==> src/hdl/assert_macros.svh <==
// Assertion macros shared by the mapper RTL.
// Included by files that check their own logic; no other dependencies.
`ifndef ASSERT_MACROS_SVH
`define ASSERT_MACROS_SVH

// Check that prop holds in the cycle after cond.
`define ASSERT_NEXT(lbl, clk, rst_n, cond, prop, msg) \
    lbl: assert property (@(posedge clk) disable iff (!rst_n) (cond) |=> (prop)) \
        else $error(msg);

// Check that expr is never true outside reset.
`define ASSERT_NEVER(lbl, clk, rst_n, expr, msg) \
    lbl: assert property (@(posedge clk) disable iff (!rst_n) !(expr)) \
        else $error(msg);

`endif

==> src/hdl/cbm_pkg.sv <==
// Types and constants for the cartridge bank mapper.
// No dependencies; used by the channel interfaces and all mapper modules.
`default_nettype none

package cbm_pkg;

    localparam int ADDR_W     = 16;
    localparam int DATA_W     = 8;
    localparam int MAP_W      = 18;
    localparam int PRG_SLOTS  = 3;
    localparam int CHR_SLOTS  = 8;
    localparam int PRG_BANK_W = 5;
    localparam int CHR_BANK_W = 8;

    typedef enum logic [1:0] {
        OP_TICK  = 2'd0,
        OP_WRITE = 2'd1,
        OP_PRG   = 2'd2,
        OP_CHR   = 2'd3
    } t_opcode;

    // Register group selected by address bits 13:12 when bits 15 and 14 are set
    localparam logic [1:0] RGN_IRQ_CTRL  = 2'd0;
    localparam logic [1:0] RGN_IRQ_ACK   = 2'd1;
    localparam logic [1:0] RGN_BANK_SEL  = 2'd2;
    localparam logic [1:0] RGN_BANK_DATA = 2'd3;

    // Action of a bank data write, from address bits 11:10
    localparam logic [1:0] FN_PRG_HI  = 2'b00;
    localparam logic [1:0] FN_NONE    = 2'b01;
    localparam logic [1:0] FN_MIRROR  = 2'b10;
    localparam logic [1:0] FN_CHR     = 2'b11;

    typedef logic [PRG_SLOTS-1:0][PRG_BANK_W-1:0] t_prg_table;
    typedef logic [CHR_SLOTS-1:0][CHR_BANK_W-1:0] t_chr_table;

    typedef struct packed {
        t_prg_table prg;
        t_chr_table chr;
    } t_bank_map;

endpackage

`default_nettype wire

==> src/hdl/cbm_channels.sv <==
// Valid/ready channel interfaces for mapper requests and responses.
// Depends on cbm_pkg for field widths.
`default_nettype none

interface cbm_req_if;
    import cbm_pkg::*;

    logic              valid;
    logic              ready;
    logic [1:0]        opcode;
    logic [ADDR_W-1:0] bus_address;
    logic [DATA_W-1:0] write_data;

    modport source (output valid, output opcode, output bus_address, output write_data,
                    input ready);
    modport sink   (input valid, input opcode, input bus_address, input write_data,
                    output ready);
endinterface

interface cbm_rsp_if;
    import cbm_pkg::*;

    logic             valid;
    logic             ready;
    logic [MAP_W-1:0] mapped_address;
    logic             irq_line;
    logic             vertical_mirror;

    modport source (output valid, output mapped_address, output irq_line,
                    output vertical_mirror, input ready);
    modport sink   (input valid, input mapped_address, input irq_line,
                    input vertical_mirror, output ready);
endinterface

`default_nettype wire

==> src/hdl/cartridge_bank_mapper_with_irq.sv <==
// Cartridge bank mapper with a CPU-cycle IRQ counter: top level.
// Depends on cbm_pkg, cbm_channels, cbm_xlate and assert_macros.svh.
//
//  Channel  | Dir | Handshake    | Payload
//  ---------+-----+--------------+--------------------------------------------
//  i_req    | in  | valid/ready  | opcode, bus_address, write_data
//  o_rsp    | out | valid/ready  | mapped_address, irq_line, vertical_mirror
//
// Each request is decoded and applied to the mapper registers; the response is
// captured in the output register in the cycle after accept.
// A request can be accepted every cycle, limited only by the output register.
// i_req.ready drops only while the output register holds an untaken response.
// Synchronous active-low reset clears all mapper registers to zero.
`default_nettype none

module cartridge_bank_mapper_with_irq #(
    parameter int PRG_BANK_COUNT = 32
) (
    input  logic     i_clk,
    input  logic     i_rst_n,
    cbm_req_if.sink  i_req,
    cbm_rsp_if.source o_rsp
);
    import cbm_pkg::*;
    `include "assert_macros.svh"

    // Mapper state
    logic [3:0][3:0]  r_latch, n_latch;
    logic [15:0]      r_counter, n_counter;
    logic [2:0]       r_ctrl, n_ctrl;
    logic             r_count_en, n_count_en;
    logic             r_irq_pending, n_irq_pending;
    logic [7:0]       r_bank_sel, n_bank_sel;
    t_bank_map        r_banks, n_banks;
    logic             r_mirror, n_mirror;

    // Output register
    logic             r_out_valid;
    logic [MAP_W-1:0] r_mapped;
    logic             r_irq_line;
    logic             r_vmirror;

    logic             w_accept;
    t_opcode          op;
    logic [ADDR_W-1:0] addr;
    logic [DATA_W-1:0] data;
    logic [MAP_W-1:0] w_mapped;

    assign op       = t_opcode'(i_req.opcode);
    assign addr     = i_req.bus_address;
    assign data     = i_req.write_data;
    assign w_accept = i_req.valid && i_req.ready;

    // Take a new request whenever the output register is free or being drained
    assign i_req.ready = !r_out_valid || o_rsp.ready;

    // Translate addresses from the bank tables as they stand before the request
    cbm_xlate #(
        .PRG_BANK_COUNT (PRG_BANK_COUNT)
    ) u_xlate (
        .i_opcode  (op),
        .i_address (addr),
        .i_banks   (r_banks),
        .o_mapped  (w_mapped)
    );

    // Compute the register updates for the accepted request
    always_comb begin
        n_latch       = r_latch;
        n_counter     = r_counter;
        n_ctrl        = r_ctrl;
        n_count_en    = r_count_en;
        n_irq_pending = r_irq_pending;
        n_bank_sel    = r_bank_sel;
        n_banks       = r_banks;
        n_mirror      = r_mirror;
        if (w_accept) begin
            unique case (op)
                OP_TICK: begin
                    if (r_count_en) begin
                        if (&r_counter) begin
                            n_counter     = r_latch;
                            n_irq_pending = 1'b1;
                        end else begin
                            n_counter = r_counter + 16'd1;
                        end
                    end
                end
                OP_WRITE: begin
                    if (addr[15] && !addr[14]) begin
                        // Load one nibble of the reload latch
                        n_latch[addr[13:12]] = data[3:0];
                    end else if (addr[15]) begin
                        unique case (addr[13:12])
                            RGN_IRQ_CTRL: begin
                                n_ctrl        = data[2:0] & 3'b101;
                                n_count_en    = data[1];
                                n_irq_pending = 1'b0;
                                if (data[1]) begin
                                    n_counter = r_latch;
                                end
                            end
                            RGN_IRQ_ACK: begin
                                n_count_en    = r_ctrl[0];
                                n_irq_pending = 1'b0;
                            end
                            RGN_BANK_SEL: begin
                                n_bank_sel = data;
                            end
                            RGN_BANK_DATA: begin
                                // Low nibble of the PRG slot picked by bank select
                                if (r_bank_sel[3:2] == 2'd0 && r_bank_sel[1:0] != 2'd0) begin
                                    n_banks.prg[r_bank_sel[1:0] - 2'd1][3:0] = data[3:0];
                                end
                                unique case (addr[11:10])
                                    FN_PRG_HI: begin
                                        if (addr[1:0] != 2'd3) begin
                                            n_banks.prg[addr[1:0]][4] = data[4];
                                        end
                                    end
                                    FN_MIRROR: begin
                                        n_mirror = data[0];
                                    end
                                    FN_CHR: begin
                                        n_banks.chr[addr[2:0]] = data;
                                    end
                                    FN_NONE: begin
                                        n_mirror = r_mirror;
                                    end
                                endcase
                            end
                        endcase
                    end
                end
                OP_PRG, OP_CHR: begin
                    n_mirror = r_mirror;
                end
            endcase
        end
    end

    // Hold or advance the mapper registers
    always_ff @(posedge i_clk) begin
        if (!i_rst_n) begin
            r_latch       <= '0;
            r_counter     <= '0;
            r_ctrl        <= '0;
            r_count_en    <= 1'b0;
            r_irq_pending <= 1'b0;
            r_bank_sel    <= '0;
            r_banks       <= '0;
            r_mirror      <= 1'b0;
        end else begin
            r_latch       <= n_latch;
            r_counter     <= n_counter;
            r_ctrl        <= n_ctrl;
            r_count_en    <= n_count_en;
            r_irq_pending <= n_irq_pending;
            r_bank_sel    <= n_bank_sel;
            r_banks       <= n_banks;
            r_mirror      <= n_mirror;
        end
    end

    // Mark the output register full on accept, empty once taken
    always_ff @(posedge i_clk) begin
        if (!i_rst_n) begin
            r_out_valid <= 1'b0;
        end else if (w_accept) begin
            r_out_valid <= 1'b1;
        end else if (o_rsp.ready) begin
            r_out_valid <= 1'b0;
        end
    end

    // Capture the response payload
    always_ff @(posedge i_clk) begin
        if (w_accept) begin
            r_mapped   <= w_mapped;
            r_irq_line <= n_irq_pending;
            r_vmirror  <= n_mirror;
        end
    end

    assign o_rsp.valid           = r_out_valid;
    assign o_rsp.mapped_address  = r_mapped;
    assign o_rsp.irq_line        = r_irq_line;
    assign o_rsp.vertical_mirror = r_vmirror;

    // Checks
    `ASSERT_NEXT(a_wrap_reload, i_clk, i_rst_n, w_accept && op == OP_TICK && r_count_en && (&r_counter), r_irq_pending && r_counter == $past(r_latch), "counter wrap did not reload and raise IRQ")
    `ASSERT_NEXT(a_irq_ack, i_clk, i_rst_n, w_accept && op == OP_WRITE && addr[15:13] == 3'b110, !r_irq_pending, "IRQ not acknowledged by control write")
    `ASSERT_NEXT(a_rsp_loaded, i_clk, i_rst_n, w_accept, r_out_valid && r_irq_line == r_irq_pending, "accepted request left no response")
    `ASSERT_NEVER(a_no_overwrite, i_clk, i_rst_n, r_out_valid && !o_rsp.ready && i_req.ready, "request taken over a stalled response")

endmodule

`default_nettype wire

==> src/hdl/cbm_xlate.sv <==
// PRG and CHR address translation through the current bank tables.
// Depends on cbm_pkg; instantiated by cartridge_bank_mapper_with_irq.
`default_nettype none

module cbm_xlate #(
    parameter int PRG_BANK_COUNT = 32
) (
    input  cbm_pkg::t_opcode                 i_opcode,
    input  logic [cbm_pkg::ADDR_W-1:0]       i_address,
    input  cbm_pkg::t_bank_map               i_banks,
    output logic [cbm_pkg::MAP_W-1:0]        o_mapped
);
    import cbm_pkg::*;

    localparam logic [PRG_BANK_W:0]   BANK_N     = (PRG_BANK_W + 1)'(PRG_BANK_COUNT);
    localparam logic [PRG_BANK_W-1:0] LAST_BANK  = PRG_BANK_W'(PRG_BANK_COUNT - 1);
    localparam int                    WRAP_STEPS = ((2 ** PRG_BANK_W) - 1) / PRG_BANK_COUNT;

    // Reduce a bank number modulo the ROM bank count by repeated subtraction
    function automatic logic [PRG_BANK_W-1:0] f_wrap(input logic [PRG_BANK_W-1:0] bank);
        logic [PRG_BANK_W:0] v;
        v = {1'b0, bank};
        for (int k = 0; k < WRAP_STEPS; k++) begin
            if (v >= BANK_N) begin
                v = v - BANK_N;
            end
        end
        return v[PRG_BANK_W-1:0];
    endfunction

    logic [1:0]            prg_slot;
    logic [PRG_BANK_W-1:0] prg_bank;
    logic [2:0]            chr_slot;

    // Look up the bank for the slot and splice in the in-bank offset
    always_comb begin
        prg_slot = i_address[14:13];
        chr_slot = i_address[12:10];
        prg_bank = LAST_BANK;
        o_mapped = '0;
        unique case (i_opcode)
            OP_PRG: begin
                if (prg_slot != 2'd3) begin
                    prg_bank = f_wrap(i_banks.prg[prg_slot]);
                end
                if (i_address[15]) begin
                    o_mapped = {prg_bank, i_address[12:0]};
                end
            end
            OP_CHR: begin
                if (i_address[15:13] == 3'd0) begin
                    o_mapped = {i_banks.chr[chr_slot], i_address[9:0]};
                end
            end
            OP_TICK, OP_WRITE: begin
                o_mapped = '0;
            end
        endcase
    end

endmodule

`default_nettype wire
==> src/flat_wrapper.sv <==
// flat-port wrapper written by rule: the top's interface ports become plain ports
module cartridge_bank_mapper_with_irq_flat import cbm_pkg::*;
#(
    parameter int PRG_BANK_COUNT = 32
)
  (i_clk, i_rst_n, i_req_valid, i_req_opcode, i_req_bus_address, i_req_write_data, i_req_ready, o_rsp_valid, o_rsp_mapped_address, o_rsp_irq_line, o_rsp_vertical_mirror, o_rsp_ready);
  cbm_req_if i_req_i ();
  cbm_rsp_if o_rsp_i ();
  input  logic i_clk;
  input  logic i_rst_n;
  input wire logic [$bits(i_req_i.valid)-1:0] i_req_valid;
  input wire logic [$bits(i_req_i.opcode)-1:0] i_req_opcode;
  input wire logic [$bits(i_req_i.bus_address)-1:0] i_req_bus_address;
  input wire logic [$bits(i_req_i.write_data)-1:0] i_req_write_data;
  output wire logic [$bits(i_req_i.ready)-1:0] i_req_ready;
  output wire logic [$bits(o_rsp_i.valid)-1:0] o_rsp_valid;
  output wire logic [$bits(o_rsp_i.mapped_address)-1:0] o_rsp_mapped_address;
  output wire logic [$bits(o_rsp_i.irq_line)-1:0] o_rsp_irq_line;
  output wire logic [$bits(o_rsp_i.vertical_mirror)-1:0] o_rsp_vertical_mirror;
  input wire logic [$bits(o_rsp_i.ready)-1:0] o_rsp_ready;
  assign i_req_i.valid = i_req_valid;
  assign i_req_i.opcode = i_req_opcode;
  assign i_req_i.bus_address = i_req_bus_address;
  assign i_req_i.write_data = i_req_write_data;
  assign i_req_ready = i_req_i.ready;
  assign o_rsp_valid = o_rsp_i.valid;
  assign o_rsp_mapped_address = o_rsp_i.mapped_address;
  assign o_rsp_irq_line = o_rsp_i.irq_line;
  assign o_rsp_vertical_mirror = o_rsp_i.vertical_mirror;
  assign o_rsp_i.ready = o_rsp_ready;
  cartridge_bank_mapper_with_irq #(.PRG_BANK_COUNT(PRG_BANK_COUNT)) u_core (.i_clk(i_clk), .i_rst_n(i_rst_n), .i_req(i_req_i), .o_rsp(o_rsp_i));
endmodule
==> config.mk <==
export PLATFORM = sky130hd
export DESIGN_NAME = cartridge_bank_mapper_with_irq_flat
export DESIGN_NICKNAME = d
export VERILOG_FILES = /design/src/hdl/cbm_pkg.sv /design/src/hdl/cbm_channels.sv /design/src/hdl/cartridge_bank_mapper_with_irq.sv /design/src/hdl/cbm_xlate.sv /design/src/flat_wrapper.sv
export VERILOG_INCLUDE_DIRS = /design/src /design/src/hdl
export SDC_FILE = /design/constraint.sdc
export NUM_CORES = 1
export LEC_CHECK = 0
export BUFFER_PORTS_ARGS = -buffer_cell sky130_fd_sc_hd__buf_4
export CAP_MARGIN = 20
export CORE_ASPECT_RATIO = 0.75
export CORE_MARGIN = 8
export CORE_UTILIZATION = 41
export CTS_BUF_LIST = sky130_fd_sc_hd__clkbuf_4 sky130_fd_sc_hd__clkbuf_8
export CTS_CLUSTER_DIAMETER = 30
export DETAILED_ROUTE_END_ITERATION = 12
export SLEW_MARGIN = 20
export SYNTH_ARGS = -nofsm -noshare
export SYNTH_HDL_FRONTEND = slang
export SYNTH_SLANG_ARGS = --single-unit
export TNS_END_PERCENT = 30
==> constraint.sdc <==
create_clock -name i_clk -period 4.5 [get_ports i_clk]
set_input_delay 0.45 -clock i_clk [delete_from_list [all_inputs] [get_ports i_clk]]
set_output_delay 0.45 -clock i_clk [all_outputs]
set_load 0.05 [all_outputs]
After elaboration in Yosys (flattened, before gate mapping). Index checks and enable logic that the tools add are counted.

Flip-flop bits (word level): 140. Input bits: 30. Word-level logic and storage cells: 133.

Add/subtract/negate cells: 2. $lt $le $gt $ge: 10. Equal/unequal tests: 15. Muxes and demuxes: 51. Bitwise logic cells: 1. Reductions and logical operators: 29.

Operators with widths (number): 15-bit 2-to-1 mux (8); 16-bit 2-to-1 mux (6); 64-bit bitwise mux (1); 18-bit one-hot mux with 3 select lines (1); 18-bit 2-to-1 mux (2); 16-bit one-hot mux with 2 select lines (1); 15-bit bitwise mux (2); 8-bit binary-select mux with 3-bit select (1); 8-bit demux with 3-bit select (1); 5-bit demux with 2-bit select (2); 5-bit AND reduction (4); 16-bit by 1-bit adder with 16-bit output (second input constant) (1); 16-bit bitwise mux (1); 8-bit 2-to-1 mux (2); 16-bit AND reduction (1); 5-bit 2-to-1 mux (3); 1-bit 2-to-1 mux (14); 2-bit equality test (second input constant) (6); 2-bit by 3-bit < comparator with 1-bit output (second input constant) (4); 2-bit inequality test (second input constant) (6); 5-bit binary-select mux with 2-bit select (1); 4-bit demux with 2-bit select (1); 2-bit zero test (4); 3-bit by 4-bit < comparator with 1-bit output (second input constant) (2); 17 further kinds (33).

Longest topological paths before layout. Gate-level depths: netlist (run 1).

Word-level depth: 15. Gate-level depth with buffers: 9. Depth with buffers taken out: 6.

Hierarchy. Synthesis (run 1) repeated with hierarchy kept, for this count alone.

Cells, all modules: 632. Area, all modules: 6600.1 um2.

Modules (own cells, without submodules): cartridge_bank_mapper_with_irq (times used 1, cells an instance 550, area an instance 5798.1 um2, seq. area each 3002.9 um2); cbm_xlate (times used 1, cells an instance 82, area an instance 802.0 um2, seq. area each 0.0 um2).

Worst setup path after synthesis (run 1). Ideal clock, no wire load.

Kind: reg2reg. Start point: register u_core.r_out_valid (netlist: u_core.o_rsp.valid). End point: register u_core.r_banks[17] in the netlist's numbering. Library setup time: 0.073 ns. Arrival time: 2.175 ns. Data required time: 4.427 ns. Slack: 2.251 ns. Stages on the path, launching flop included: 9. Period minus slack after synthesis: 2.249 ns. Path through: dfxtp_1 -> nand2b_1 -> buf_2 -> nand4_4 -> or3_1 -> buf_2 -> nor3b_1 -> buf_4 -> mux2i_1.

Word-level cells in the longest chain between the ends: 4.

RTL lines: start: declaration (RTL line cartridge_bank_mapper_with_irq.sv:38) `logic r_out_valid;`; start signal: assignment (RTL line cartridge_bank_mapper_with_irq.sv:168) `r_out_valid <= 1'b0;`; start signal: assignment (RTL line cartridge_bank_mapper_with_irq.sv:170) `r_out_valid <= 1'b1;`; start signal: assignment (RTL line cartridge_bank_mapper_with_irq.sv:172) `r_out_valid <= 1'b0;`; 1-bit zero test (RTL line cartridge_bank_mapper_with_irq.sv:55) `assign i_req.ready = !r_out_valid || o_rsp.ready;`; 1-bit logical OR (RTL line cartridge_bank_mapper_with_irq.sv:55); via i_req_ready (RTL line flat_wrapper.sv:15) `output wire logic [$bits(i_req_i.ready)-1:0] i_req_ready;`; 1-bit logical AND (RTL line cartridge_bank_mapper_with_irq.sv:52) `assign w_accept = i_req.valid && i_req.ready;`; 6-bit AND reduction (no line); end signal: assignment (RTL line cartridge_bank_mapper_with_irq.sv:160) `r_banks <= n_banks;`; end: declaration (RTL line cartridge_bank_mapper_with_irq.sv:34) `t_bank_map r_banks, n_banks;`.

The timed path passes the listed nets, and every way through them passes these cells. A chain may end at the register's enable or synchronous reset.

Worst setup path in the final report (run 1).
Start point: register u_core.r_counter[0]. End point: register u_core.r_counter[5].

Word-level cells in the longest chain between the ends: 4. Elaborated cells between the ends (all ways): 5. Those cells by class: add/sub: 1; mux: 3; reduce/logical: 1.

RTL lines: start: declaration (RTL line cartridge_bank_mapper_with_irq.sv:29) `logic [15:0] r_counter, n_counter;`; start signal: assignment (RTL line cartridge_bank_mapper_with_irq.sv:155) `r_counter <= n_counter;`; 16-bit by 1-bit adder with 16-bit output / 16-bit AND reduction (equally long branches) (RTL line cartridge_bank_mapper_with_irq.sv:85, cartridge_bank_mapper_with_irq.sv:81); 16-bit 2-to-1 mux * (RTL line cartridge_bank_mapper_with_irq.sv:81) `if (&r_counter) begin`; 16-bit 2-to-1 mux * (RTL line cartridge_bank_mapper_with_irq.sv:80) `if (r_count_en) begin`; 16-bit one-hot mux with 2 select lines * (RTL line cartridge_bank_mapper_with_irq.sv:78) `unique case (op)`.

Every way passes the cells marked *; elsewhere a longest branch is shown, timed or not. The select of a mux whose other input is x is not followed.

==> results of run 1 <==
-- state kept, by name (all words and copies together) (netlist names) --
signal,cells
u_core.o_rsp.vertical_mirror,1
u_core.r_bank_sel,4
u_core.r_ctrl,1
u_core.o_rsp.irq_line,1
u_core.r_latch,16
u_core.r_banks,79
u_core.r_mirror,1
u_core.r_irq_pending,1
u_core.r_counter,16
u_core.o_rsp.valid,1
u_core.r_count_en,1
u_core.o_rsp.mapped_address,18
-- tightest hold or removal path, cell delays in order --
cell	delay [ns]
buf_4	0.09
nand3_1	0.05
o21ai_0	0.06
-- power breakdown --
| group | internal [mW] | switching, mW | total [mW] | leakage (nW) |
|---|---|---|---|---|
| registers | 1.28 | 0.00367 | 1.28 | 1.17 |
| clock network | 0.499 | 0.458 | 0.956 | 0.192 |
| logic | 0.0515 | 0.130 | 0.181 | 1.39 |
-- cell families after synthesis --
group | share of synthesized area
flops | 0.475
mux | 0.207
fa+ha+maj | 0.00198
xor+xnor | 0.00139
buf+inv | 0.0347
compound gates | 0.0866
simple gates | 0.193
-- final cells by class --
type                            instances  area [um2]  area share
Sequential cell                       140        3000       0.419
Timing Repair Buffer                   55         413      0.0577
Tap cell                              205         256      0.0358
Clock buffer                           24         305      0.0426
Inverter                                4        15.0     0.00210
Multi-Input combinational cell        458        3100       0.433
Clock inverter                          7        65.1     0.00909
-- through the flow --
step	cell area, um2	instances	util
finish	7160	893	0.473
global route	7160	893	0.473
CTS	7150	893	0.473
detailed placement	6780	862	0.448
global placement	6780	862	0.448
floorplan	6320	651	-
-- how the worst min path moves through the flow --
stage                             start                 end  slack, ns  cells past startpoint
floorplan            u_core.r_banks[19]  u_core.r_banks[19]       0.43                      2
global placement      u_core.r_banks[0]   u_core.r_banks[0]       0.44                      2
detailed placement   u_core.r_banks[35]  u_core.r_banks[35]       0.45                      2
CTS                 i_req_write_data[5]  u_core.r_banks[61]       0.22                      3
global route        i_req_write_data[6]  u_core.r_banks[62]       0.26                      3
finish              i_req_write_data[5]  u_core.r_banks[61]       0.24                      3
-- per-layer routing --
metal,vias up,global-route usage
met4,0,0.0546
met1,2387,0.232
li1,2366,-
met3,16,0.0413
met5,-,0
met2,158,0.244
-- Yosys cell counts, drive strengths merged, types with 2 or more instances --
| library cell | number | area (um2) |
|---|---|---|
| nand2 | 134 | 503 |
| dfxtp | 120 | 2400 |
| mux2i | 87 | 871 |
| clkbuf | 36 | 135 |
| a21oi | 32 | 160 |
| nand3 | 30 | 150 |
| nor2 | 28 | 113 |
| o21ai | 27 | 135 |
| edfxtp | 20 | 601 |
| mux4 | 16 | 360 |
| buf | 13 | 68.8 |
| and2 | 12 | 75.1 |
| o22ai | 12 | 75.1 |
| mux2 | 7 | 78.8 |
| nor3 | 7 | 46.3 |
| o31a | 7 | 61.3 |
| nand4 | 6 | 52.6 |
| and3 | 5 | 31.3 |
| nor4 | 5 | 37.5 |
| o221ai | 5 | 43.8 |
| and4 | 4 | 35.0 |
| inv | 4 | 15.0 |
| nand3b | 4 | 30.0 |
| nor2b | 4 | 25.0 |
| a31oi | 3 | 18.8 |
| nand2b | 3 | 18.8 |
| nor3b | 3 | 22.5 |
| nor4b | 2 | 17.5 |
| o21a | 2 | 15.0 |
| or3 | 2 | 12.5 |
| or4 | 2 | 15.0 |
==> results.md, run 1 <==
| Item | This run | Unit |
|---|---|---|
| Area Growth Syn to Fin | 13.3 | % |
| First element of the critical path | u_core.r_counter[0] | - |
| Count of input and output buffers | 51 | - |
| Register area share after synthesis | 0.475 | - |
| Routability Congestion | 0.869 | - |
| Number of endpoints with negative hold slack in the final report | 0 | - |
| N_diodes | 0 | - |
| Sum of negative setup slack | 0 | ns |
| Required @ worst endpoint | 4.80 | ns |
| Most common cell after layout, fill and taps aside | nand2_1 | - |
| Commonest cells after routing, fill and taps aside | nand2_1 (134), dfxtp_1 (120), mux2i_1 (87), buf_4 (55), a21oi_1 (32) | - |
| Total number of yosys warnings | 0 | - |
| CTS tree | done | - |
| Residual antenna-violating net count after detailed routing | 0 | - |
| H-tree Lvls | 4 | - |
| Worst hold slack | 0.240 | ns |
| Destination of the critical timing path | u_core.r_counter[5] | - |
| Worst IR drop on VDD | 0.142 | mV |
| Overall power consumption | 2.42 | mW |
| Total GRT Usage | 0.165 | - |
| Yosys cell types | 46 | - |
| Reg-to-reg critical path startpoint | u_core.r_counter[0] | - |
| Headroom to the max-slew limit | 0.282 | - |
| Setup repair bufs after CTS | 0 | - |
| Number of flops mapped to enable cells by yosys | 20 | - |
| Arrival time reported for the critical path endpoint | 3.03 | ns |
| Buffer levels on the longest clock path | 2 | - |
| Transition time at the pin with the least slew margin | 1.07 | ns |
| Initial DRT Pass Iterations | 5 | - |
| Status | complete, no violations | - |
| Ratio of routed vias to standard cells | 5.52 | - |
| Areal power density over the cells | 338 | nW/um2 |
| Number of buffer and inverter stages on the critical path | 0 | - |
| CTS Root Buffer Type | clkbuf_8 | - |
| Routed length on met1 | 8060 | um |
| Clock latency reported for the late side of the worst-skew pair | 0.44 | ns |
| Unrepaired setup endpoints after global routing | no | - |
| Std cell rows | 39 | - |
| Crit share post-route | 0.606 | - |
| Final-layout fill cell count | 1414 | - |
| Total Routed Length | 16000 | um |
| Worst hold path class | primary input to flop | - |
| Total met3 wirelength after detailed routing | 969 | um |
| Vias | 4927 | - |
| Net Count, Synth | 682 | - |
| Layout Nets | 707 | - |
| FFs w/ async S/R, synth | 0 | - |
| Top sig layer | met4 | - |
| Area of the die | 19700 | um2 |
| Number of instances resized during post-cts repair | 0 | - |
| Netlist area before placement | 6320 | um2 |
| Static leakage power | 2.75 | nW |
| Skew final | 0.00969 | ns |
| Remaining DRCs | 0 | - |
| Routed wire length per instance | 17.9 | um |
| GRT Residual Overflow | 0 | - |
| Flops & latches, synth | 140 | - |
| Pins over their slew limit | 0 | - |
| Logic depth of the worst setup path including buffers | 6 | - |
| Max_cap viols | 0 | - |
| FMAX | 367 | MHz |
| Maximum cell stage delay along the critical path | 0.64 | ns |
| Maximum number of pins on one net before global-route repair | 64 | - |
| Classification of the worst setup path | flop to flop | - |
| Area of the core | 15100 | um2 |
| Post-Synthesis Cells | 651 | - |
| 1st-iter DRT viols | 507 | - |
| Starting density of the core | 0.418 | - |
| Clock sink total | 140 | - |
| Number of global-route vias before repair | 4711 | - |
| Predominant post-synthesis flop cell | dfxtp_1 | - |
| Placement Setup Slack | 1.75 | ns |
| CP top delay family | simple AND/OR/NAND/NOR gates | - |
| Final Critical Period | 2.73 | ns |
| Biggest fanout along the worst timing path | 20 | - |
| Cell Chain, Critical Path | ha_1, nand4_1, and4bb_2, or2_1, a21oi_1, a2111oi_0 | - |
| Worst setup slack for register-to-register paths | 1.77 | ns |
| CTS buffer count | 17 | - |
| Clock-pin slew on the worst setup and hold paths | 0.07 | ns |
| Hold-fix buffer count after cts | 0 | - |
| Number of cells on the worst reg-to-reg path | 6 | - |
| Top Ports | 52 | - |
| Die outline height | 124 | um |
| Detailed placement HPWL | 11200 | um |
| Kind of start point of the critical path | flop | - |
| Chip width | 159 | um |
| Worst setup slack after layout | 1.77 | ns |
| Met2 wirelength from detailed routing | 6780 | um |
| First-pass GRT wire length | 25600 | um |
| Element type at the critical path end | flop | - |
| Reg-to-Reg End | u_core.r_counter[5] | - |
| Share of cells above drive strength 1 | 0.170 | - |
| Final setup violation count | 0 | - |
| Syn Area/Cell | 9.70 | um2 |
| Number of antenna violations at the first check in global routing | 0 | - |
| Standard cell with the maximum stage delay on the critical path | or2_1 | - |
Note: power is estimated with default switching activity, not from simulation.
==> run 2: changes to the inputs <==
--- a/config.mk
+++ b/config.mk
@@ -6,6 +6,7 @@
 export SDC_FILE = /design/constraint.sdc
 export NUM_CORES = 1
 export LEC_CHECK = 0
+export ABC_AREA = 1
 export BUFFER_PORTS_ARGS = -buffer_cell sky130_fd_sc_hd__buf_4
 export CAP_MARGIN = 20
 export CORE_ASPECT_RATIO = 0.75
==> constraint.sdc (replaced) <==
create_clock -name i_clk -period 2.6 [get_ports i_clk]
set_input_delay 0.26 -clock i_clk [delete_from_list [all_inputs] [get_ports i_clk]]
set_output_delay 0.26 -clock i_clk [all_outputs]
set_load 0.05 [all_outputs]
==> run 2 against run 1 <==
  * Worst hold slack got worse by 0.12 ns
  * Global-route usage grew 0.70 points
  * Synthesized cell count increased by 32%
  * Critical path depth up 4
  * Routed wire length increased by 9.5%
==> results.md, run 2 <==
| Item | This run | Unit | Delta |
|---|---|---|---|
| Share of cells above drive strength 1 | 0.126 | - | -0.0445 |
| Overall power consumption | 4.24 | mW | +75% |
| Max_cap viols | 0 | - | unchanged |
| Net Count, Synth | 891 | - | +31% |
| Critical Path Most Common Cell | nand2_1 | - |  |
| Std cell rows | 40 | - | +2.6% |
| Buffer levels on the longest clock path | 2 | - | unchanged |
| Final setup violation count | 0 | - | unchanged |
| Flops & latches, synth | 140 | - | unchanged |
| Detailed placement HPWL | 12400 | um | +11% |
| Cell types with the largest area share after synthesis | dfxtp_1 (37%), a21oi_1 (9.3%), edfxtp_1 (9.2%) | - |  |
| Clock sink total | 140 | - | unchanged |
| Arrival time reported for the critical path endpoint | 2.36 | ns | -0.67 ns |
| Starting density of the core | 0.413 | - | -0.00433 |
| Element type at the critical path end | flop | - |  |
| Biggest fanout along the worst timing path | 20 | - | unchanged |
| Maximum number of pins on one net before global-route repair | 50 | - | -22% |
| Most numerous cell in the Yosys netlist | inv_1 | - |  |
| Fin util | 0.464 | - | -0.00896 |
| Area of the die | 20300 | um2 | +3.1% |
| Number of global-route vias before repair | 4961 | - | +5.3% |
| CTS Root Buffer Type | clkbuf_8 | - |  |
| Status | complete, no violations | - |  |
| Clock-pin slew on the worst setup and hold paths | 0.08 | ns | about the same |
| Most common cell after layout, fill and taps aside | inv_1 | - |  |
| Reg-to-reg critical path startpoint | u_core.r_counter[0] | - |  |
| Sum of negative setup slack | 0 | ns | unchanged |
| Number of antenna violations at the first check in global routing | 0 | - | unchanged |
| Worst hold slack | 0.118 | ns | -0.122 ns |
| WHS Path Cells | 3 | - | unchanged |
| Residual antenna-violating net count after detailed routing | 0 | - | unchanged |
| Final Critical Period | 2.03 | ns | -0.693 ns |
| Area of the core | 15800 | um2 | +4.5% |
| Number of flops mapped to enable cells by yosys | 20 | - | unchanged |
| Max FFs per register | 79 | - | unchanged |
| GRT Residual Overflow | 0 | - | unchanged |
| Total number of yosys warnings | 0 | - | unchanged |
| FMAX | 492 | MHz | +34% |
| FFs w/ async S/R, synth | 0 | - | unchanged |
| Crit share post-route | 0.782 | - | +0.176 |
| First-pass GRT wire length | 27800 | um | +8.6% |
| Placement Setup Slack | 0.479 | ns | -1.27 ns |
| Yosys top cell area share | 0.368 | - | -0.0127 |
| Reg-to-Reg End | u_core.r_counter[6] | - |  |
| Layout Nets | 927 | - | +31% |
| Post-Synthesis Cells | 860 | - | +32% |
| Register ranked first by flip-flop count | u_core.r_banks | - |  |
| Ratio of routed vias to standard cells | 5.11 | - | -7.4% |
| Transition time at the pin with the least slew margin | 0.688 | ns | -0.386 ns |
| Die outline height | 125 | um | +1.5% |
| Worst IR drop on VDD | 0.252 | mV | +78% |
| CTS tree | done | - |  |
| Skew final | 0.00769 | ns | -0.00199 ns |
| Vias | 5714 | - | +16% |
| Hold-fix buffer count after cts | 0 | - | unchanged |
| Post-synth top area cell | dfxtp_1 | - |  |
| First element of the critical path | u_core.r_counter[0] | - |  |
| Number of instances resized during post-cts repair | 0 | - | unchanged |
| Worst hold path class | primary input to flop | - |  |
| Routability Congestion | 0.832 | - | -4.2% |
| Worst setup slack for register-to-register paths | 0.57 | ns | -1.21 ns |
| Worst setup slack after layout | 0.566 | ns | -1.21 ns |
| Cell Chain, Critical Path | ha_1, nand2_1, nor2_2, nand4_4, nand2_4, inv_2, nand2_1, nand3_1, nand2_1, nor2_1 | - |  |
| CTS buffer count | 17 | - | unchanged |
| Number of cells on the worst reg-to-reg path | 10 | - | +4 |
| Number of endpoints with negative hold slack in the final report | 0 | - | unchanged |
| Predominant post-synthesis flop cell | dfxtp_1 | - |  |
| Total Routed Length | 17500 | um | +9.5% |
| Register area share after synthesis | 0.459 | - | -0.0159 |
| Syn Area/Cell | 7.60 | um2 | -22% |
| Required @ worst endpoint | 2.93 | ns | -1.87 ns |
| Classification of the worst setup path | flop to flop | - |  |
| Areal power density over the cells | 578 | nW/um2 | +71% |
| Standard cell with the maximum stage delay on the critical path | dfxtp_1 | - |  |
| Clock latency reported for the late side of the worst-skew pair | 0.44 | ns | about the same |
| Count of input and output buffers | 51 | - | unchanged |
| Pins over their slew limit | 0 | - | unchanged |
| Maximum cell stage delay along the critical path | 0.38 | ns | -0.26 ns |
| Kind of start point of the critical path | flop | - |  |
| Setup repair bufs after CTS | 0 | - | unchanged |
| Unrepaired setup endpoints after global routing | no | - |  |
| N_diodes | 0 | - | unchanged |
| Headroom to the max-slew limit | 0.539 | - | +0.256 |
| Total GRT Usage | 0.172 | - | +0.00697 |
| 1st-iter DRT viols | 513 | - | +1.2% |
| Chip width | 162 | um | +1.5% |
| Static leakage power | 2.90 | nW | +5.5% |
| Area Growth Syn to Fin | 12.3 | % |  |
| Initial DRT Pass Iterations | 5 | - | unchanged |
| Remaining DRCs | 0 | - | unchanged |
| Routed wire length per instance | 15.7 | um | -13% |
| Top Ports | 52 | - | unchanged |
| Destination of the critical timing path | u_core.r_counter[6] | - |  |
| Yosys cell types | 40 | - | -13% |
| Commonest cells after routing, fill and taps aside | inv_1 (135), a21oi_1 (122), dfxtp_1 (120), nand2_1 (112), o21ai_0 (100) | - |  |
| Netlist area before placement | 6540 | um2 | +3.5% |
| List of most frequent post-synthesis cells | inv_1 (135), a21oi_1 (122), dfxtp_1 (120) | - |  |
| H-tree Lvls | 4 | - | unchanged |
==> run 2: changes by cell type in the layout (fill, tap and decap cells not counted), sizes merged, moves of 12 or more <==
| cell | before | now |
|---|---|---|
| nand3 | 30 | 44 |
| a21oi | 32 | 123 |
| and2 | 12 | 0 |
| a211oi | 0 | 12 |
| nor2 | 28 | 74 |
| o22ai | 12 | 0 |
| o21ai | 27 | 117 |
| nand2 | 134 | 121 |
| mux4 | 16 | 0 |
| inv | 4 | 140 |
| mux2i | 87 | 0 |
==> run 2: worst max-delay path, delay by kind of cell, from the launching register on <==
kind,cells,cell delay [ns]
flip-flops,1,0.38
adder cells (fa/ha/maj),1,0.20
AND/OR/NAND/NOR,8,1.20
buffers and inverters,1,0.14
==> run 2: kinds of logic (layout without fill, tap and decap cells) <==
group / after synthesis / count (layout) / share of synthesized area
compound gates: 279 / 279 / 0.233
xor+xnor: 5 / 5 / 0.00670
fa+ha+maj: 1 / 1 / 0.00191
buf+inv: 180 / 228 / 0.117
flops: 140 / 140 / 0.459
simple gates: 255 / 255 / 0.182
==> run 2: report_power, final <==
part           leakage, nW  switching (mW)  internal (mW)  total, mW
logic                 1.54           0.302          0.120      0.422
registers             1.17          0.0156           2.22       2.24
clock network        0.189           0.804          0.780       1.58
total                 2.90            1.12           3.12       4.24
==> run 2: layout make-up <==
| class | count | area, um2 |
|---|---|---|
| clock buffers | 24 | 312 |
| clock inverters | 7 | 38.8 |
| inverters | 139 | 524 |
| well taps | 210 | 263 |
| multi-input cells | 540 | 2770 |
| fillers | 1618 | 8470 |
| repair buffers | 58 | 435 |
| flip-flops and latches | 140 | 3000 |
==> run 2: per-layer routing <==
metal	part of all wire	wire length (um)	global-route usage
met5	0	0	0
met4	0.0094	165	0.0473
met3	0.082	1430	0.0452
met2	0.39	6820	0.228
met1	0.52	9080	0.263
==> run 2: how the worst min path moves through the flow <==
stage	from	to	slack, ns
6_report	i_req_bus_address[5]	u_core.o_rsp.mapped_address[5]	0.12
5_1_grt	i_req_bus_address[7]	u_core.o_rsp.mapped_address[7]	0.11
4_1_cts	i_req_bus_address[7]	u_core.o_rsp.mapped_address[7]	0.09
3_5_place_dp	u_core.r_banks[14]	u_core.r_banks[14]	0.43
3_3_place_gp	u_core.r_banks[10]	u_core.r_banks[10]	0.43
2_1_floorplan	u_core.r_banks[14]	u_core.r_banks[14]	0.42
==> run 2: per-stage QoR <==
stage	instances	area, um2
finish	1118	7340
global route	1118	7340
floorplan	860	6540
global placement	1087	6990
detailed placement	1087	6990
CTS	1118	7340
